File: config.mk
export PLATFORM = sky130hd
export DESIGN_NAME = b36c_back
export DESIGN_NICKNAME = d
export VERILOG_FILES = /design/src/sv/b36c_pkg.sv /design/src/sv/b36c_back.sv
export SDC_FILE = /design/constraint.sdc
export NUM_CORES = 1
export LEC_CHECK = 0
export ABC_AREA = 1
export BUFFER_PORTS_ARGS = -buffer_cell sky130_fd_sc_hd__buf_4
export CORE_ASPECT_RATIO = 0.5
export CORE_MARGIN = 2
export CORE_UTILIZATION = 40
export CTS_CLUSTER_SIZE = 30
export DETAILED_ROUTE_END_ITERATION = 10
export PLACE_DENSITY_LB_ADDON = 0.08
export SYNTH_ARGS = -nofsm -noshare
export SYNTH_HDL_FRONTEND = slang
export SYNTH_SLANG_ARGS = --single-unit
File: constraint.sdc
create_clock -name aclk -period 11.29 [get_ports aclk]
set_input_delay 1.129 -clock aclk [delete_from_list [all_inputs] [get_ports aclk]]
set_output_delay 1.129 -clock aclk [all_outputs]
set_load 0.02 [all_outputs]
File: src/sv/b36c_pkg.sv
// shared types and constants for the binary / base-36 converter
`default_nettype none

package b36c_pkg;

    localparam int DIGIT_W         = 6;
    localparam int MAX_BITS        = 77;
    localparam int MAX_DIGITS      = 15;
    localparam int STEPS_PER_STAGE = 8;

    localparam int BITS_LOW_W    = 64;
    localparam int BITS_HIGH_W   = 13;
    localparam int DIGITS_LOW_W  = 60;
    localparam int DIGITS_HIGH_W = 30;
    localparam int STATUS_W      = 2;

    localparam logic [DIGIT_W-1:0] DIGIT_MAX      = 6'd35;
    localparam logic [DIGIT_W-1:0] DIGIT_HALF     = 6'd18;
    localparam logic [DIGIT_W-1:0] DIGIT_ADJ      = 6'd14;
    localparam logic [DIGIT_W-1:0] DIGIT_CARRY_IN = 6'd32;

    localparam logic FUNC_TO_DIGITS = 1'b0;
    localparam logic FUNC_TO_BITS   = 1'b1;

    typedef enum logic [STATUS_W-1:0] {
        STATUS_OK,
        STATUS_BAD_DIGIT,
        STATUS_RANGE
    } b36c_status_t;

    typedef struct packed {
        logic func;
        logic bad;
        logic ovf;
    } b36c_ctl_t;

endpackage

`default_nettype wire

File: src/sv/b36c_back.sv
// output stage: status decision, saturation and the output word register
`default_nettype none

module b36c_back #(
    parameter int BIT_COUNT   = 77,
    parameter int DIGIT_COUNT = 15
) (
    input  wire logic                                      aclk,
    input  wire logic                                      aresetn,
    input  wire logic                                      valid_i,
    output logic                                           ready_o,
    input  wire b36c_pkg::b36c_ctl_t                       ctl_i,
    input  wire logic [DIGIT_COUNT*b36c_pkg::DIGIT_W-1:0]  digits_i,
    input  wire logic [BIT_COUNT-1:0]                      bits_i,
    output logic                                           valid_o,
    input  wire logic                                      ready_i,
    output logic [b36c_pkg::BITS_LOW_W-1:0]                out_bits_low_o,
    output logic [b36c_pkg::BITS_HIGH_W-1:0]               out_bits_high_o,
    output logic [b36c_pkg::DIGITS_LOW_W-1:0]              out_digits_low_o,
    output logic [b36c_pkg::DIGITS_HIGH_W-1:0]             out_digits_high_o,
    output b36c_pkg::b36c_status_t                         status_o
);

    localparam int DW     = DIGIT_COUNT * b36c_pkg::DIGIT_W;
    localparam int W      = b36c_pkg::DIGIT_W;
    localparam int FULL_B = b36c_pkg::BITS_LOW_W + b36c_pkg::BITS_HIGH_W;
    localparam int FULL_D = b36c_pkg::DIGITS_LOW_W + b36c_pkg::DIGITS_HIGH_W;

    logic                    valid_reg;
    logic [FULL_B-1:0]       bits_reg, bits_next;
    logic [FULL_D-1:0]       digits_reg, digits_next;
    b36c_pkg::b36c_status_t  status_reg, status_next;

    assign ready_o = !valid_reg || ready_i;

    always_comb begin
        logic [DW-1:0]        dsel;
        logic [BIT_COUNT-1:0] bsel;
        dsel        = '0;
        bsel        = '0;
        status_next = b36c_pkg::STATUS_OK;
        if (ctl_i.func == b36c_pkg::FUNC_TO_DIGITS) begin
            if (ctl_i.ovf) begin
                status_next = b36c_pkg::STATUS_RANGE;
                for (int i = 0; i < DIGIT_COUNT; i++) begin
                    dsel[i*W +: W] = b36c_pkg::DIGIT_MAX;
                end
            end else begin
                dsel = digits_i;
            end
        end else begin
            if (ctl_i.bad) begin
                status_next = b36c_pkg::STATUS_BAD_DIGIT;
            end else if (digits_i != '0) begin
                status_next = b36c_pkg::STATUS_RANGE;
                bsel        = '1;
            end else begin
                bsel = bits_i;
            end
        end
        bits_next   = FULL_B'(bsel);
        digits_next = FULL_D'(dsel);
    end

    always_ff @(posedge aclk) begin
        if (!aresetn) begin
            valid_reg <= 1'b0;
        end else if (ready_o) begin
            valid_reg <= valid_i;
        end
    end

    always_ff @(posedge aclk) begin
        if (valid_i && ready_o) begin
            bits_reg   <= bits_next;
            digits_reg <= digits_next;
            status_reg <= status_next;
        end
    end

    assign valid_o           = valid_reg;
    assign out_bits_low_o    = bits_reg[b36c_pkg::BITS_LOW_W-1:0];
    assign out_bits_high_o   = bits_reg[FULL_B-1:b36c_pkg::BITS_LOW_W];
    assign out_digits_low_o  = digits_reg[b36c_pkg::DIGITS_LOW_W-1:0];
    assign out_digits_high_o = digits_reg[FULL_D-1:b36c_pkg::DIGITS_LOW_W];
    assign status_o          = status_reg;

endmodule

`default_nettype wire

==> flow_metrics.py <==
metrics = {
    "run_status": {
        "outcome": "completed",
    },
    "die": {
        "fp.dieW_um": 190,
        "io_pins": 345,
        "die_area_mm2": 0.0184,
        "start_util_pct": 41.5,
        "die_h_um": 96.9,
        "core_mm2": 0.0166,
        "rows": 33,
    },
    "finish": {
        "final_common_cell": "buf_4",
        "fin_nets": 1144,
        "largest_reg_flops": 90,
        "nFillCells": 1443,
        "final_area_mm2": 0.0102,
        "syn_to_final_growth_pct": 48.0,
        "antennaDiodeCount": 0,
        "layout_common_cells": "347 x buf_4, 262 x nand2_1, 169 x edfxtp_1, 100 x nor2_1, 55 x inv_1",
        "drive_above_1_share_pct": 38.9,
    },
    "global_routing": {
        "antenna_found_initial": 0,
        "grt_pass1_wl_mm": 28.5,
        "grt_max_degree": 170,
        "grt.total_usage_pct": 20.4,
        "overflow": 0,
        "grt_pass1_vias": 5253,
    },
    "setup_path": {
        "cp_max_fo": 2,
        "crit_chain": "buf_4 -> inv_1 -> nand2_1 -> buf_4",
        "cpMaxStageDelayCell": "buf_4",
        "max_stage_delay_ps": 160,
        "reg2reg_depth": 2,
        "crit_type": "in -> out",
        "path_delay_family": "buffers and inverters",
        "worst-path-buf-inv": 3,
        "required_ps": 10160,
        "critPathCaptureType": "output pin",
        "crit_top_cell": "buf_4",
        "cp.depth": 4,
        "arrival_ps": 1580,
        "cp-start-kind": "input port",
    },
    "synth": {
        "ys_warn_count": 0,
        "ys_ff_latch": 170,
        "ys_seq_area_share_pct": 73.8,
        "synth.distinct_cells": 17,
        "synth_cells": 633,
        "synth_area_mm2": 0.00691,
        "avgSynthCellArea_um2": 10.9,
        "synth_nets": 807,
    },
    "pwr": {
        "p_seq_share_pct": 48.9,
        "p_sw_share_pct": 25.5,
        "total_power_uw": 1560,
        "power_density_mw_per_mm2": 152,
        "combPwrFrac_pct": 15.5,
        "ir_drop_uv": 108,
        "p_switching_uw": 398,
        "p_leak_uw": 0.00492,
        "power_frac_clock_pct": 35.6,
        "p_int_uw": 1160,
    },
    "cts": {
        "htreeDepth": 4,
        "cts_tree": "built",
        "post_cts_buffers": 0,
        "clk_pin_slew_ps": 60,
        "root_buffer": "clkbuf_16",
        "cts_num_sinks": 170,
        "clock_path_buffers": 2,
        "cts.repair.resized": 0,
        "numCtsBuffers": 17,
        "clock_latency_ps": 420,
        "ctsHoldBuffers": 0,
    },
    "route": {
        "ant_nets": 0,
        "vias_per_cell": 4.44,
        "dr.pass1.iters": 4,
        "first_iter_violations": 324,
        "vias": 5378,
        "drcViolationCount": 0,
        "wirelength_mm": 18.8,
        "routedWlPerCell_um": 15.5,
    },
    "worst_hold_path": {
        "holdPathStages": 2,
        "hold_path.class": "reg -> reg",
    },
    "timing": {
        "drv_slew": 0,
        "finClkSkew_ps": 9.24,
        "fmax_mhz": 369,
        "setup_tns_ps": 0,
        "hold_viol": 0,
        "worst_slew_pin_slew_ps": 980,
        "slew_headroom_pct": 34.7,
        "hold_ws_ps": 571,
        "setup_violations": 0,
        "finalCritPeriodShare_pct": 24.0,
        "min_period_ps": 2710,
        "fin_ws_ps": 8580,
        "rsz0062_at_grt": "no",
    },
    "place": {
        "placed_cell_area_mm2": 0.00967,
        "port_buffers": 344,
        "place_congestion": 0.775,
        "hpwl_mm": 13.3,
        "preCtsSetupSlack_ps": 8170,
    },
    "run": {
        "cap_violations": 0,
    },
}
worst min-delay path, cell delays in order (launching register included):
cell,delay [ps]
dfxtp_1,350
nand2_1,100
a21boi_0,70
synthesized netlist by cell type:
master / count / area, µm²
a21boi_0: 1 / 7.51
buf_1: 2 / 7.51
inv_1: 55 / 206
nor2_1: 100 / 375
o21ai_0: 7 / 35.0
buf_6: 3 / 33.8
edfxtp_1: 169 / 5070
inv_2: 1 / 3.75
dfxtp_1: 1 / 20.0
nor2_4: 1 / 11.3
nand2_2: 1 / 6.26
a21oi_1: 1 / 5.00
buf_2: 18 / 90.1
nand2_1: 262 / 983
clkbuf_1: 7 / 26.3
nand3_1: 3 / 15.0
or2_2: 1 / 6.26
kinds of logic after synthesis:
| logic type | after synthesis | synth area share, % |
|---|---|---|
| compound gates | 9 | 0.688 |
| flops | 170 | 73.8 |
| simple gates | 368 | 20.2 |
| buf+inv | 86 | 5.33 |
through the flow:
step | instances | util (%)
2_1_floorplan | 633 | -
3_3_place_gp | 1178 | 58.1
3_5_place_dp | 1178 | 58.1
4_1_cts | 1210 | 61.4
5_1_grt | 1210 | 61.4
6_report | 1210 | 61.4
power by group through the flow:
| stage | combinational [µW] | clock, µW | sequential, µW |
|---|---|---|---|
| finish | 241 | 555 | 761 |
| global placement | 241 | 0 | 773 |
| CTS | 244 | 562 | 762 |
| floorplan | 54.8 | 0 | 841 |
| detailed placement | 244 | 0 | 775 |
| global route | 261 | 588 | 765 |
worst paths after layout:
| kind | to | slack (ps) | startpoint |
|---|---|---|---|
| worst max-delay path | ready_o | 8580 | ready_i |
| worst min-delay path | valid_o | 570 | valid_o |
| worst max register to register | bits_reg[43] | 9580 | valid_o |
| worst min register to register | valid_o | 570 | valid_o |
per-layer routing:
metal	wire length (µm)	GRT usage (%)	share of wire (%)	vias up
li1	-	-	-	2686
met1	7190	23.9	38	2461
met2	9550	34.4	51	209
met3	1680	7.80	8.9	22
met4	361	7.33	1.9	0
met5	0	0	0	-
area by class of cell:
class	count	area [µm²]	area share [%]
multi-input combinational	377	1460	14.2
sequential	170	5090	49.8
inverter	56	210	2.06
clock inverter	13	119	1.16
clock buffer	19	433	4.24
tap	227	284	2.78
timing repair buffer	348	2630	25.7
(Power assumes the default switching activity.)
