`src/sv/b36c_pkg.sv`:
```
// shared types and constants for the binary / base-36 converter
`default_nettype none

package b36c_pkg;

    localparam int DIGIT_W         = 6;
    localparam int MAX_BITS        = 77;
    localparam int MAX_DIGITS      = 15;
    localparam int STEPS_PER_STAGE = 8;

    localparam int BITS_LOW_W    = 64;
    localparam int BITS_HIGH_W   = 13;
    localparam int DIGITS_LOW_W  = 60;
    localparam int DIGITS_HIGH_W = 30;
    localparam int STATUS_W      = 2;

    localparam logic [DIGIT_W-1:0] DIGIT_MAX      = 6'd35;
    localparam logic [DIGIT_W-1:0] DIGIT_HALF     = 6'd18;
    localparam logic [DIGIT_W-1:0] DIGIT_ADJ      = 6'd14;
    localparam logic [DIGIT_W-1:0] DIGIT_CARRY_IN = 6'd32;

    localparam logic FUNC_TO_DIGITS = 1'b0;
    localparam logic FUNC_TO_BITS   = 1'b1;

    typedef enum logic [STATUS_W-1:0] {
        STATUS_OK,
        STATUS_BAD_DIGIT,
        STATUS_RANGE
    } b36c_status_t;

    typedef struct packed {
        logic func;
        logic bad;
        logic ovf;
    } b36c_ctl_t;

endpackage

`default_nettype wire

```
`src/sv/b36c_stage.sv`:
```
// one pipeline stage: a group of shift-and-adjust steps of the radix conversion
`default_nettype none

module b36c_stage #(
    parameter int BIT_COUNT   = 77,
    parameter int DIGIT_COUNT = 15,
    parameter int START_STEP  = 0
) (
    input  wire logic                                      aclk,
    input  wire logic                                      aresetn,
    input  wire logic                                      valid_i,
    output logic                                           ready_o,
    input  wire b36c_pkg::b36c_ctl_t                       ctl_i,
    input  wire logic [DIGIT_COUNT*b36c_pkg::DIGIT_W-1:0]  digits_i,
    input  wire logic [BIT_COUNT-1:0]                      bits_i,
    output logic                                           valid_o,
    input  wire logic                                      ready_i,
    output b36c_pkg::b36c_ctl_t                            ctl_o,
    output logic [DIGIT_COUNT*b36c_pkg::DIGIT_W-1:0]       digits_o,
    output logic [BIT_COUNT-1:0]                           bits_o
);

    localparam int DW = DIGIT_COUNT * b36c_pkg::DIGIT_W;
    localparam int W  = b36c_pkg::DIGIT_W;

    logic                  valid_reg;
    b36c_pkg::b36c_ctl_t   ctl_reg, ctl_next;
    logic [DW-1:0]         digits_reg, digits_next;
    logic [BIT_COUNT-1:0]  bits_reg, bits_next;

    assign ready_o = !valid_reg || ready_i;

    always_comb begin
        logic [DW-1:0] dn;
        logic [W-1:0]  adj;
        logic          carry;
        ctl_next    = ctl_i;
        digits_next = digits_i;
        bits_next   = bits_i;
        dn          = '0;
        adj         = '0;
        carry       = 1'b0;
        for (int j = 0; j < b36c_pkg::STEPS_PER_STAGE; j++) begin
            if (START_STEP + j < BIT_COUNT) begin
                if (ctl_i.func == b36c_pkg::FUNC_TO_DIGITS) begin
                    // doubling: shift bits msb first into the digit vector
                    carry = bits_next[BIT_COUNT-1];
                    for (int i = 0; i < DIGIT_COUNT; i++) begin
                        adj = digits_next[i*W +: W];
                        if (adj >= b36c_pkg::DIGIT_HALF) begin
                            adj = adj + b36c_pkg::DIGIT_ADJ;
                        end
                        dn[i*W +: W] = {adj[W-2:0], carry};
                        carry = adj[W-1];
                    end
                    ctl_next.ovf = ctl_next.ovf | carry;
                    bits_next    = {bits_next[BIT_COUNT-2:0], 1'b0};
                    digits_next  = dn;
                end else begin
                    // halving: lsb of the digit vector drops into the bits
                    bits_next = {digits_next[0], bits_next[BIT_COUNT-1:1]};
                    carry = 1'b0;
                    for (int i = DIGIT_COUNT - 1; i >= 0; i--) begin
                        adj   = {carry, digits_next[i*W+1 +: W-1]};
                        carry = digits_next[i*W];
                        if (adj >= b36c_pkg::DIGIT_CARRY_IN) begin
                            adj = adj - b36c_pkg::DIGIT_ADJ;
                        end
                        dn[i*W +: W] = adj;
                    end
                    digits_next = dn;
                end
            end
        end
    end

    always_ff @(posedge aclk) begin
        if (!aresetn) begin
            valid_reg <= 1'b0;
        end else if (ready_o) begin
            valid_reg <= valid_i;
        end
    end

    always_ff @(posedge aclk) begin
        if (valid_i && ready_o) begin
            ctl_reg    <= ctl_next;
            digits_reg <= digits_next;
            bits_reg   <= bits_next;
        end
    end

    assign valid_o  = valid_reg;
    assign ctl_o    = ctl_reg;
    assign digits_o = digits_reg;
    assign bits_o   = bits_reg;

endmodule

`default_nettype wire

```
`config.mk`:
```
export PLATFORM = sky130hd
export DESIGN_NAME = b36c_stage
export DESIGN_NICKNAME = d
export VERILOG_FILES = /design/src/sv/b36c_pkg.sv /design/src/sv/b36c_stage.sv
export SDC_FILE = /design/constraint.sdc
export NUM_CORES = 2
export LEC_CHECK = 0
export BUFFER_PORTS_ARGS = -buffer_cell sky130_fd_sc_hd__buf_2
export CAP_MARGIN = 20
export CORE_MARGIN = 2
export CORE_UTILIZATION = 30
export CTS_CLUSTER_SIZE = 14
export DETAILED_ROUTE_END_ITERATION = 7
export PLACE_DENSITY = 0.44
export SLEW_MARGIN = 20
export SYNTH_ARGS = -nofsm -noshare
export SYNTH_HDL_FRONTEND = slang
export SYNTH_SLANG_ARGS = --single-unit
```
`constraint.sdc`:
```
create_clock -name aclk -period 18.8 [get_ports aclk]
set_input_delay 0 -clock aclk [delete_from_list [all_inputs] [get_ports aclk]]
set_output_delay 0 -clock aclk [all_outputs]
set_load 0.01 [all_outputs]
```
==> flow_metrics.tcl <==
set metrics [dict create \
    cp.arrival_ps 13180 \
    clock_insertion_delay_worst_skew_ps 540 \
    detail_route.wl_per_cell_microns 19.7 \
    grt_pass1_wl_mm 311 \
    synthFlopType "edfxtp_1" \
    critPathMostFrequentCell "inv_1" \
    reg2reg_depth 3 \
    clk_path_buf_depth 2 \
    cts_buffers 17 \
    p_per_area_nw_per_um2 149 \
    status "complete, no violations" \
    post_cts_buffers 0 \
    ant_nets 0 \
    rows 156 \
    clk_pin_slew_ps 80 \
    io_buffer_count 345 \
    p_leak_uw 0.0245 \
    cp_slowest_cell "buf_4" \
    cts_sinks 171 \
    post-synth-top-area-cell "ha_1" \
    initial_core_util_pct 30.2 \
    postSynthCellCount 7339 \
    tightest_slew_ps 1130 \
    netlist.area_leader.share_pct 10.8 \
    yosysMostFrequentCell "nand2_1" \
    final_nets 8151 \
    rsz0062_at_grt "false" \
    grt_max_degree 181 \
    final_cell_count_no_fill 9907 \
    ir_drop_uv 69.6 \
    dr_total_vias 57100 \
    io_pins 346 \
    p_switching_uw 5100 \
    cp-end-kind "register" \
    fp.dieW_microns 430 \
    pwr-share-clk_pct 4.7 \
    relSlewSlack_pct 23.8 \
    skew_ps 12.3 \
    avgSynthCellArea_sq_um 7.43 \
    hold_viol_final 0 \
    cpPeakStageDelay_ps 760 \
    area_delta_synth_final_pct 8.96 \
    p_int_uw 3730 \
    fin_tns_setup_ps 0 \
    path_class "input port to register" \
    required_ps 19070 \
    cp-start-kind "input port" \
    reg2reg_from "valid_o$_SDFFE_PN0N_" \
    vias_per_cell 5.77 \
    ys_warn_count 0 \
    endpoint "digits_o[32]$_DFFE_PP_" \
    antenna_found_initial 33 \
    ctsRootBufferMaster "clkbuf_16" \
    grt_util_all_layers_pct 20.3 \
    cts_tree "done" \
    seqPwrFrac_pct 7.7 \
    drtPass1Iterations 6 \
    r2r_slack_ps 16340 \
    placed_cells 9752 \
    dp.final_hpwl_mm 154 \
    combPwrFrac_pct 87.6 \
    layout_min_cycle_time_ps 12910 \
    grt_pass1_vias 54800 \
    yosysSeqAreaShare_pct 9.40 \
    synth_edf_count 170 \
    ys_ff_latch 171 \
    r2r-end "bits_o[69]$_DFFE_PP_" \
    synthTopCellsByCount "714 x nand2_1, 504 x nor2_1, 471 x ha_1" \
    cp-startpoint "ctl_i[2]" \
    yosysUniqueCellTypes 146 \
    drv_cap 0 \
    htreeDepth 4 \
    async_reset_ff_share_pct 0 \
    drv_slew 0 \
    die-area_sq_um 185000 \
    syn-cell-area_sq_um 54500 \
    timing.final.crit_share_pct 68.7 \
    hold_path_class "input port to register" \
    drtIter0Drc 4111 \
    yosys-top-cells-area "ha_1 11%, edfxtp_1 9.4%, nand2_1 4.9%, mux2i_1 4.0%, xnor2_1 3.7%" \
    max_freq_mhz 77.5 \
    power.share.switching_pct 57.8 \
    synth_fp_nets 7984 \
    drive_gt1_share_pct 12.6 \
    overflow 0 \
    setup_viol 0 \
    core-area_sq_um 181000 \
    gp_congestion 0.894 \
    post_cts_resized 0 \
    die_h_microns 430 \
    wl_mm 195 \
    drc 0 \
    cp_max_fo 95 \
]
## layout by cell type (no fill, tap or decap), types with 38 or more instances in the layout
cell           count
a211o_1           61
a211oi_1         130
a21boi_0          58
a21o_1           116
a21oi_1          343
a311oi_1          42
a31o_2            38
a31oi_1          132
and2_1           150
and3_1           109
buf_2            344
buf_4             42
dlygate4sd3_1    105
edfxtp_1         170
ha_1             471
inv_1            469
mux2_2           172
mux2i_1          220
nand2_1          714
nand2b_1         148
nand3_1          251
nand4_1           81
nor2_1           504
nor2b_1           76
nor3_1           183
nor4_1            67
o2111ai_1         43
o211a_1           50
o211ai_1         153
o21a_1           113
o21ai_0          346
o21ai_1           53
o31a_1            45
o31ai_1           81
or2_2             64
or3_1             71
xnor2_1          233
xor2_1            92
## cell type report
cell class / count / area, sq um
fillers: 19400 / 121000
multi-input cells: 6321 / 45600
flip-flops and latches: 171 / 5120
repair buffers: 495 / 3160
well taps: 2370 / 2970
inverters: 500 / 1880
clock buffers: 17 / 425
clock inverters: 15 / 221
diodes: 18 / 45.0
## sequential cells by signal, indices dropped and copies added (netlist names)
register and cells:
ctl_o 3, valid_o 1, digits_o 90, bits_o 77
## power by group through the flow
| stage | sequential (uW) | combinational (uW) | clock, uW |
|---|---|---|---|
| floorplan | 738 | 5690 | 0 |
| global placement | 692 | 7650 | 0 |
| detailed placement | 692 | 7660 | 0 |
| CTS | 683 | 7730 | 440 |
| global route | 690 | 8660 | 445 |
| finish | 677 | 7740 | 414 |
## timing repair
| action | in CTS | in global routing |
|---|---|---|
| setup endpoints to repair | 0 | 0 |
| hold endpoints to repair | 83 | 0 |
| hold buffers | 105 | 0 |
## metrics by stage
stage	setup WS, ps	hold slack, ps	cell area, sq um	util (%)	power, uW
2_1_floorplan	4930	98.9	54500	-	6430
3_5_place_dp	5590	179	57700	31.9	8360
5_1_grt	4590	88.2	59400	32.9	9790
6_report	5890	74.2	59400	32.9	8830
3_3_place_gp	5840	177	57700	31.9	8350
4_1_cts	6190	17.1	59400	32.8	8860
## worst max-delay path, delay by kind of cell
kind | cells | cell delay (ps)
xor+xnor | 2 | 330
mux | 1 | 180
fa+ha+maj | 7 | 1520
simple gates | 12 | 2120
buf+inv | 14 | 3370
compound gates | 17 | 5430
## worst min-delay path by stage
stage	from	end	slack [ps]	cells after the start
floorplan	ctl_i[1]	ctl_o[1]$_DFFE_PP_	100	0
global placement	ctl_i[1]	ctl_o[1]$_DFFE_PP_	180	1
detailed placement	ctl_i[1]	ctl_o[1]$_DFFE_PP_	180	1
CTS	digits_i[2]	bits_o[71]$_DFFE_PP_	20	4
global route	digits_i[2]	bits_o[71]$_DFFE_PP_	90	4
finish	digits_i[2]	bits_o[71]$_DFFE_PP_	70	4
## cell families (layout without fill, tap and decap cells)
logic type	count (synthesis)	count (layout)	share of synthesized area, %
buf+inv	847	1027	7.02
fa+ha+maj	471	471	10.8
xor+xnor	347	347	6.07
compound gates	2480	2480	34.5
flops	171	171	9.40
simple gates	2625	2625	24.5
mux	398	398	7.77
other cells	0	18	0
## routing by layer
| metal | track usage [%] | share of wire, % | vias to the layer above |
|---|---|---|---|
| met1 | 26.5 | 46 | 27400 |
| met4 | 5.83 | 2.2 | 2 |
| met5 | 0 | 0.0056 | - |
| met3 | 1.58 | 3.0 | 181 |
| met2 | 35.5 | 48 | 1228 |
| li1 | - | - | 28300 |
Power figures use the tool's default switching activity.
