==> src/sv/b36c_pkg.sv <==
// shared types and constants for the binary / base-36 converter
`default_nettype none

package b36c_pkg;

    localparam int DIGIT_W         = 6;
    localparam int MAX_BITS        = 77;
    localparam int MAX_DIGITS      = 15;
    localparam int STEPS_PER_STAGE = 8;

    localparam int BITS_LOW_W    = 64;
    localparam int BITS_HIGH_W   = 13;
    localparam int DIGITS_LOW_W  = 60;
    localparam int DIGITS_HIGH_W = 30;
    localparam int STATUS_W      = 2;

    localparam logic [DIGIT_W-1:0] DIGIT_MAX      = 6'd35;
    localparam logic [DIGIT_W-1:0] DIGIT_HALF     = 6'd18;
    localparam logic [DIGIT_W-1:0] DIGIT_ADJ      = 6'd14;
    localparam logic [DIGIT_W-1:0] DIGIT_CARRY_IN = 6'd32;

    localparam logic FUNC_TO_DIGITS = 1'b0;
    localparam logic FUNC_TO_BITS   = 1'b1;

    typedef enum logic [STATUS_W-1:0] {
        STATUS_OK,
        STATUS_BAD_DIGIT,
        STATUS_RANGE
    } b36c_status_t;

    typedef struct packed {
        logic func;
        logic bad;
        logic ovf;
    } b36c_ctl_t;

endpackage

`default_nettype wire

==> src/sv/b36c_front.sv <==
// input stage: unpacks a word, masks unused positions and checks digits
`default_nettype none

module b36c_front #(
    parameter int BIT_COUNT   = 77,
    parameter int DIGIT_COUNT = 15
) (
    input  wire logic                                      aclk,
    input  wire logic                                      aresetn,
    input  wire logic                                      valid_i,
    output logic                                           ready_o,
    input  wire logic                                      func_i,
    input  wire logic [b36c_pkg::BITS_LOW_W-1:0]           bits_low_i,
    input  wire logic [b36c_pkg::BITS_HIGH_W-1:0]          bits_high_i,
    input  wire logic [b36c_pkg::DIGITS_LOW_W-1:0]         digits_low_i,
    input  wire logic [b36c_pkg::DIGITS_HIGH_W-1:0]        digits_high_i,
    output logic                                           valid_o,
    input  wire logic                                      ready_i,
    output b36c_pkg::b36c_ctl_t                            ctl_o,
    output logic [DIGIT_COUNT*b36c_pkg::DIGIT_W-1:0]       digits_o,
    output logic [BIT_COUNT-1:0]                           bits_o
);

    localparam int DW = DIGIT_COUNT * b36c_pkg::DIGIT_W;

    logic [b36c_pkg::BITS_LOW_W+b36c_pkg::BITS_HIGH_W-1:0]       full_bits;
    logic [b36c_pkg::DIGITS_LOW_W+b36c_pkg::DIGITS_HIGH_W-1:0]   full_digits;
    logic                  valid_reg;
    b36c_pkg::b36c_ctl_t   ctl_reg, ctl_next;
    logic [DW-1:0]         digits_reg, digits_next;
    logic [BIT_COUNT-1:0]  bits_reg, bits_next;

    assign full_bits   = {bits_high_i, bits_low_i};
    assign full_digits = {digits_high_i, digits_low_i};
    assign ready_o     = !valid_reg || ready_i;

    always_comb begin
        ctl_next.func = func_i;
        ctl_next.ovf  = 1'b0;
        ctl_next.bad  = 1'b0;
        if (func_i == b36c_pkg::FUNC_TO_DIGITS) begin
            bits_next   = full_bits[BIT_COUNT-1:0];
            digits_next = '0;
        end else begin
            bits_next   = '0;
            digits_next = full_digits[DW-1:0];
            for (int i = 0; i < DIGIT_COUNT; i++) begin
                if (full_digits[i*b36c_pkg::DIGIT_W +: b36c_pkg::DIGIT_W] >
                    b36c_pkg::DIGIT_MAX) begin
                    ctl_next.bad = 1'b1;
                end
            end
        end
    end

    always_ff @(posedge aclk) begin
        if (!aresetn) begin
            valid_reg <= 1'b0;
        end else if (ready_o) begin
            valid_reg <= valid_i;
        end
    end

    always_ff @(posedge aclk) begin
        if (valid_i && ready_o) begin
            ctl_reg    <= ctl_next;
            digits_reg <= digits_next;
            bits_reg   <= bits_next;
        end
    end

    assign valid_o  = valid_reg;
    assign ctl_o    = ctl_reg;
    assign digits_o = digits_reg;
    assign bits_o   = bits_reg;

endmodule

`default_nettype wire

==> config.mk <==
export PLATFORM = sky130hd
export DESIGN_NAME = b36c_front
export DESIGN_NICKNAME = d
export VERILOG_FILES = /design/src/sv/b36c_pkg.sv /design/src/sv/b36c_front.sv
export SDC_FILE = /design/constraint.sdc
export NUM_CORES = 1
export LEC_CHECK = 0
export ABC_AREA = 1
export BUFFER_PORTS_ARGS = -buffer_cell sky130_fd_sc_hd__buf_2
export CAP_MARGIN = 10
export CORE_UTILIZATION = 39
export DETAILED_ROUTE_END_ITERATION = 10
export GPL_TIMING_DRIVEN = 0
export PLACE_DENSITY = 0.79
export SYNTH_ARGS = -nofsm -noshare
export SYNTH_HDL_FRONTEND = slang
export SYNTH_SLANG_ARGS = --single-unit
==> constraint.sdc <==
create_clock -name aclk -period 30.8 [get_ports aclk]
set_clock_uncertainty 0.1 [all_clocks]
set_input_delay 6.16 -clock aclk [delete_from_list [all_inputs] [get_ports aclk]]
set_output_delay 6.16 -clock aclk [all_outputs]
set_load 0.05 [all_outputs]
==> results of run 1 <==
## stage by stage
step | hold slack [ps] | cells | setup slack (ps) | area (um2)
floorplan | 1010 | 605 | 15630 | 6840
global placement | 395 | 1172 | 12430 | 8840
detailed placement | 448 | 1178 | 17900 | 8990
CTS | 458 | 1210 | 17900 | 9640
global route | 488 | 1211 | 17860 | 9640
finish | 460 | 1211 | 17890 | 9640
## power by group through the flow
| stage | Sequential [mW] | Combinational [mW] | Clock (mW) |
|---|---|---|---|
| after floorplan | 0.338 | 0.0190 | 0 |
| after global placement | 0.286 | 0.102 | 0 |
| after detailed placement | 0.281 | 0.107 | 0 |
| after CTS | 0.276 | 0.107 | 0.240 |
| after global routing | 0.277 | 0.112 | 0.248 |
| final | 0.276 | 0.106 | 0.236 |
## synth_stat cells
master / instances
buf_6: 12
nand2_1: 128
edfxtp_1: 169
nor3_1: 1
a21boi_0: 1
nor2_1: 98
dfxtp_1: 1
buf_2: 4
a21oi_1: 1
inv_1: 185
buf_4: 4
conb_1: 1
## cells by family after synthesis
family / Yosys count
compound gates: 2
other cells: 1
buf+inv: 205
flops: 170
simple gates: 227
## metal layers
| metal | vias up | share of wire [%] |
|---|---|---|
| met5 | - | 0 |
| met4 | 0 | 2.5 |
| met3 | 31 | 7.0 |
| met2 | 221 | 51 |
| met1 | 2282 | 40 |
| li1 | 2542 | - |
## state kept, by name, indices dropped and copies added, names as in the netlist
| signal | count |
|---|---|
| bits_o | 77 |
| ctl_o | 2 |
| digits_o | 90 |
| valid_o | 1 |
## area by class of cell
| cell class | count | area (um2) | share of cell area [%] |
|---|---|---|---|
| Sequential cell | 170 | 5090 | 52.9 |
| Timing Repair Buffer | 348 | 1850 | 19.2 |
| Clock inverter | 14 | 216 | 2.25 |
| Buffer | 20 | 185 | 1.92 |
| Clock buffer | 18 | 429 | 4.45 |
| Antenna cell | 1 | 2.50 | 0.0260 |
| Multi-Input combinational cell | 230 | 881 | 9.14 |
| Tap cell | 225 | 282 | 2.92 |
| Inverter | 185 | 694 | 7.20 |
## worst max-delay path by stage
stage / slack (ps) / end / start / cells after the start
6_report: 17890 / ready_o / ready_i / 4
3_3_place_gp: 12430 / bits_o[66] / valid_i / 3
4_1_cts: 17900 / ready_o / ready_i / 4
3_5_place_dp: 17900 / ready_o / ready_i / 4
2_1_floorplan: 15630 / bits_o[0] / valid_i / 2
5_1_grt: 17860 / ready_o / ready_i / 4
## worst min-delay path, delay by kind of cell, from the launching register on
family           cells  cell delay (ps)
AO/OA/AOI/OAI        1               70
flip-flops           1              350
AND/OR/NAND/NOR      1               90
==> impl_metrics.csv, run 1 <==
group,metric,value,unit
pwr,power.switching,0.174,mW
global_route,antenna_found_initial,1,
hold_path,hold_depth,2,
critical_path,critPathKind,"in -> out",
hold_path,min_from,"valid_o",
hold_path,hold_path_class,"reg -> reg",
logic_synthesis,synth_cells,605,
finish,drive_gt1_share,40.4,%
finish,fillCellCount,1521,
critical_path,slowest_delay,210,ps
logic_synthesis,yosys.area_share.simple,12.5,%
pwr,pwr-share-seq,44.6,%
logic_synthesis,yosys.area.top_type_share,74.1,%
global_route,use_met1,21.2,%
timing,setup_viol,0,
pwr,peakVddDrop,0.0388,mV
global_route,grt_first_pass_wirelength,24.9,mm
critical_path,worstPathMaxFanout,2,
clock_network,cts.sinks,170,
critical_path,critical_path_arrival,6650,ps
critical_path,crit_top_cell,"buf_2",
critical_path,worstSetupStartpointType,"primary input",
route,ant_nets,0,
logic_synthesis,yosys_warnings,0,
global_route,grt_max_degree,33,
floorplanning,die_x,134,um
clock_network,cts.repair.resized,0,
route,drt_iter0_markers,252,
pwr,pwr-share-clk,38.2,%
timing,max_slew_margin,40.7,%
floorplanning,fp.dieArea,0.0181,mm2
pwr,p_per_area,64.0,mW/mm2
global_route,overflow,0,
logic_synthesis,synth_seq_cells,170,
logic_synthesis,synthTopCellsByArea,"edfxtp_1, inv_1, nand2_1, nor2_1, buf_6",
timing,period_share,41.9,%
floorplanning,initial_core_util,39.7,%
route,vias,5076,
floorplanning,pin_count,344,
finish,fin_nets,1144,
pwr,leakage,5.26,nW
clock_network,cts_setup_buffers,0,
timing,worstMarginPinSlew,887,ps
clock_network,cts_tree,"yes",
critical_path,rr_startpoint,"valid_o",
logic_synthesis,syn_area,0.00684,mm2
route,routedWlPerCell,13.9,um
finish,final_common_cell,"buf_2",
critical_path,crit_chain,"buf_2 -> inv_1 -> nand2_1 -> buf_2",
critical_path,slowest_stage,"buf_2",
finish,syn2layout_area_growth,40.8,%
clock_network,cts_buffers,17,
logic_synthesis,synth_compound_area_share,0.183,%
clock_network,clock_tree.root_cell,"clkbuf_16",
placement,place.gp.congestion,0.801,
logic_synthesis,yosysSeqAreaShare,74.4,%
finish,final_cell_mix,"buf_2, inv_1, edfxtp_1, nand2_1, nor2_1",
global_route,grt_pass1_vias,4956,
status,status,"completed",
timing,finalSetupTns,0,ps
clock_network,clkLatencyLatePin,420,ps
clock_network,path_clk_slew,70,ps
floorplanning,die_y,134,um
clock_network,htreeDepth,4,
critical_path,r2r-end,"digits_o[38]",
logic_synthesis,synthXorXnorAreaFrac,0,%
route,first_pass_iters,5,
logic_synthesis,synth_top_family_by_area,"buffers and inverters",
placement,hpwl,13.1,mm
logic_synthesis,ys_types,12,
floorplanning,std_cell_rows,48,
clock_network,ctsLongestPathBuffers,2,
route,via_per_inst,4.19,
route,drt_wl_total,16.8,mm
timing,grt_setup_unrepaired,"false",
critical_path,critPathBufInv,3,
hold_path,holdPathEnd,"valid_o",
timing,layout_min_cycle_time,12910,ps
run,max_cap_violations,0,
clock_network,hold_buffers,0,
critical_path,rrSetupSlack,28660,ps
finish,final_util,55.9,%
timing,fmax,0.0775,GHz
logic_synthesis,synthMuxAreaShare,0,%
pwr,p_int,0.443,mW
logic_synthesis,synthAdderAreaFrac,0,%
global_route,met2_usage,32.4,%
placement,numPortBuffers,342,
route,drc,0,
pwr,comb_power_share,17.2,%
critical_path,path_delay_family,"buffers and inverters",
logic_synthesis,synth_nets,777,
floorplanning,design.core.area,0.0172,mm2
logic_synthesis,synth_largest_area_cell,"edfxtp_1",
timing,drv_slew,0,
global_route,grtUsageMet3,5.67,%
pwr,power.total,0.617,mW
global_route,busiest_layer,"met2",
timing,final_hold_viol_count,0,
pwr,switching_share,28.1,%
logic_synthesis,syn_avg_cell_area,11.3,um2
global_route,grtUsageTotal,18.6,%
critical_path,reg2regPathDepth,4,
critical_path,required,24540,ps
critical_path,endpoint_kind,"output pin",
(Power assumes the default switching activity.)
==> inputs of run 2 (changes only) <==
--- a/config.mk
+++ b/config.mk
@@ -5,13 +5,14 @@
 export SDC_FILE = /design/constraint.sdc
 export NUM_CORES = 1
 export LEC_CHECK = 0
-export ABC_AREA = 1
+export ABC_AREA = 0
 export BUFFER_PORTS_ARGS = -buffer_cell sky130_fd_sc_hd__buf_2
 export CAP_MARGIN = 10
-export CORE_UTILIZATION = 39
+export CORE_AREA = 2 2 132 134
 export DETAILED_ROUTE_END_ITERATION = 10
+export DIE_AREA = 0 0 134 136
 export GPL_TIMING_DRIVEN = 0
-export PLACE_DENSITY = 0.79
+export PLACE_DENSITY = 0.82
 export SYNTH_ARGS = -nofsm -noshare
 export SYNTH_HDL_FRONTEND = slang
 export SYNTH_SLANG_ARGS = --single-unit
==> constraint.sdc (replaced) <==
create_clock -name aclk -period 10.88 [get_ports aclk]
set_clock_uncertainty 0.1 [all_clocks]
set_input_delay 2.176 -clock aclk [delete_from_list [all_inputs] [get_ports aclk]]
set_output_delay 2.176 -clock aclk [all_outputs]
set_load 0.05 [all_outputs]
==> impl_metrics.csv, run 2 <==
group,metric,value,unit
logic_synthesis,synth_edf_count,169,
route,ant_nets,0,
route,wl_met3,1.59,mm
clock_network,clock_tree.root_cell,"clkbuf_16",
finish,final_common_cell,"buf_2",
route,routedWlPerCell,16.2,um
finish,drive_gt1_share,51.0,%
placement,place.gp.congestion,0.837,
floorplanning,std_cell_rows,48,
floorplanning,design.core.area,0.0169,mm2
floorplanning,die_x,134,um
logic_synthesis,synthAdderAreaFrac,0,%
logic_synthesis,synth_compound_area_share,2.21,%
logic_synthesis,ys.flop_type,"edfxtp_1",
logic_synthesis,synth_top_family_by_area,"simple AND/OR/NAND/NOR gates",
critical_path,critPathKind,"in -> out",
pwr,peakVddDrop,0.0974,mV
timing,worstMarginPinSlew,593,ps
hold_path,min_from,"valid_o",
floorplanning,fp.dieArea,0.0182,mm2
logic_synthesis,yosys.area_share.simple,16.9,%
critical_path,reg2regPathDepth,3,
logic_synthesis,synthTopCellsByArea,"edfxtp_1, and2_1, nor2b_1, o31ai_1, clkbuf_1",
timing,fmax,0.203,GHz
logic_synthesis,synth_seq_cells,170,
placement,hpwl,12.4,mm
route,vias,4342,
logic_synthesis,yosysSeqAreaShare,79.5,%
global_route,grtUsageTotal,17.2,%
critical_path,worstPathMaxFanout,3,
pwr,p_int,1.18,mW
hold_path,holdPathEnd,"valid_o",
global_route,antenna_found_initial,1,
timing,grt_setup_unrepaired,"false",
status,status,"completed",
logic_synthesis,ys_types,18,
finish,fin_nets,916,
critical_path,r2r-end,"bits_o[63]",
route,wl_met1,5.85,mm
global_route,grt_pass1_vias,4365,
critical_path,crit_top_cell,"buf_2",
global_route,overflow,0,
critical_path,rr_startpoint,"valid_o",
timing,layout_min_cycle_time,4930,ps
logic_synthesis,synth_nets,553,
clock_network,clkLatencyLatePin,420,ps
finish,multiInputGateArea,0.00123,mm2
timing,setup_viol,0,
finish,fillCellCount,1392,
pwr,switching_share,29.0,%
critical_path,slowest_stage,"buf_2",
critical_path,critical_path_arrival,2660,ps
critical_path,required,8600,ps
critical_path,crit_chain,"buf_2 -> nand2b_1 -> buf_2",
critical_path,rrSetupSlack,9180,ps
route,wl_met2,7.91,mm
finish,antenna_cells,0,
logic_synthesis,post-synth-top-count-cell,"edfxtp_1",
timing,drv_slew,0,
global_route,grt_first_pass_wirelength,23.0,mm
hold_path,hold_depth,2,
logic_synthesis,syn_avg_cell_area,16.8,um2
floorplanning,initial_core_util,38.0,%
clock_network,cts.sinks,170,
clock_network,hold_buffers,0,
critical_path,worstSetupStartpointType,"primary input",
route,drc,0,
pwr,leakage,3.89,nW
finish,final_cells,982,
finish,syn2layout_area_growth,41.2,%
logic_synthesis,synth_largest_area_cell,"edfxtp_1",
critical_path,critPathBufInv,2,
critical_path,slowest_delay,280,ps
clock_network,cts_buffers,17,
pwr,pwr-share-clk,36.4,%
global_route,grt_max_degree,76,
logic_synthesis,async_reset_ff_share,0,%
timing,final_hold_viol_count,0,
clock_network,htreeDepth,4,
logic_synthesis,yosys_warnings,0,
pwr,comb_power_share,16.8,%
timing,max_slew_margin,60.5,%
timing,finalSetupTns,0,ps
route,first_pass_iters,4,
logic_synthesis,syn_area,0.00641,mm2
finish,seqCellArea,0.00509,mm2
route,routed.top_layer,"met5",
logic_synthesis,synth_cells,381,
pwr,power.switching,0.484,mW
hold_path,hold_path_class,"reg -> reg",
route,via_per_inst,4.42,
clock_network,cts_setup_buffers,0,
route,drt_iter0_markers,234,
timing,period_share,45.3,%
placement,post-place-cells,950,
floorplanning,pin_count,344,
critical_path,path_delay_family,"buffers and inverters",
run,max_cap_violations,0,
logic_synthesis,synthMuxAreaShare,0,%
clock_network,cts.repair.resized,0,
clock_network,cts_tree,"yes",
logic_synthesis,netlist_top_cells_count,"edfxtp_1, and2_1, nor2b_1, o31ai_1, clkbuf_1",
placement,numPortBuffers,342,
floorplanning,die_y,136,um
finish,final_cell_mix,"buf_2, edfxtp_1, and2_1, nor2b_1, clkbuf_16",
logic_synthesis,synthXorXnorAreaFrac,0,%
clock_network,path_clk_slew,70,ps
pwr,p_per_area,184,mW/mm2
clock_network,ctsLongestPathBuffers,2,
pwr,pwr-share-seq,46.7,%
critical_path,endpoint_kind,"output pin",
logic_synthesis,yosys.area.top_type_share,79.2,%
route,drt_wl_total,15.9,mm
finish,largest_reg_flops,90,
## run 2: cell types whose count changed in the layout (fill, tap and decap cells not counted), moves of 13 or more
cell	delta
nor2_1	-98
inv_1	-184
nand2_1	-128
nor2b_1	+77
and2_1	+89
o31ai_1	+13
## run 2: tightest hold or removal path: stages (launching register included)
cell	delay, ps
dfxtp_1	310
nand2b_1	110
a21boi_0	90
## run 2: cells by family after synthesis
| family | Yosys count |
|---|---|
| compound gates | 17 |
| flops | 170 |
| other cells | 1 |
| buf+inv | 20 |
| simple gates | 173 |
## run 2: worst max-delay path by stage
stage                       start         end  depth (start not counted)
after floorplan           ready_i   bits_o[0]                          2
final                     ready_i     ready_o                          3
after global placement    ready_i  bits_o[70]                          3
after CTS                 ready_i     ready_o                          3
after global routing      ready_i     ready_o                          3
after detailed placement  ready_i     ready_o                          3
## run 2: layout make-up
class / count / area share, %
flip-flops and latches: 170 / 56.3
repair buffers: 344 / 19.5
multi-input cells: 191 / 13.6
clock buffers: 17 / 4.70
well taps: 225 / 3.11
clock inverters: 15 / 1.82
plain buffers: 19 / 0.912
inverters: 1 / 0.0415
## run 2: through the flow
step	area [um2]	util (%)	hold slack, ps	setup WS (ps)	total power, mW
detailed placement	8460	50.1	456	5940	1.08
finish	9050	53.6	454	5950	1.67
floorplan	6410	-	1050	3670	0.993
CTS	9050	53.6	462	5940	1.68
global placement	8400	49.8	424	2660	1.08
global route	9050	53.6	520	5900	1.72
## run 2: power by group through the flow
| stage | Combinational, mW | Clock [mW] | Sequential, mW |
|---|---|---|---|
| 2_1_floorplan | 0.0431 | 0 | 0.950 |
| 3_3_place_gp | 0.277 | 0 | 0.801 |
| 3_5_place_dp | 0.283 | 0 | 0.794 |
| 4_1_cts | 0.283 | 0.615 | 0.780 |
| 5_1_grt | 0.295 | 0.646 | 0.783 |
| 6_report | 0.281 | 0.608 | 0.780 |
## run 2: layer usage
metal | up-vias | track usage, %
met4 | 2 | 9.04
met3 | 34 | 6.64
met1 | 1981 | 18.9
met2 | 240 | 28.9
met5 | - | 0
li1 | 2085 | -
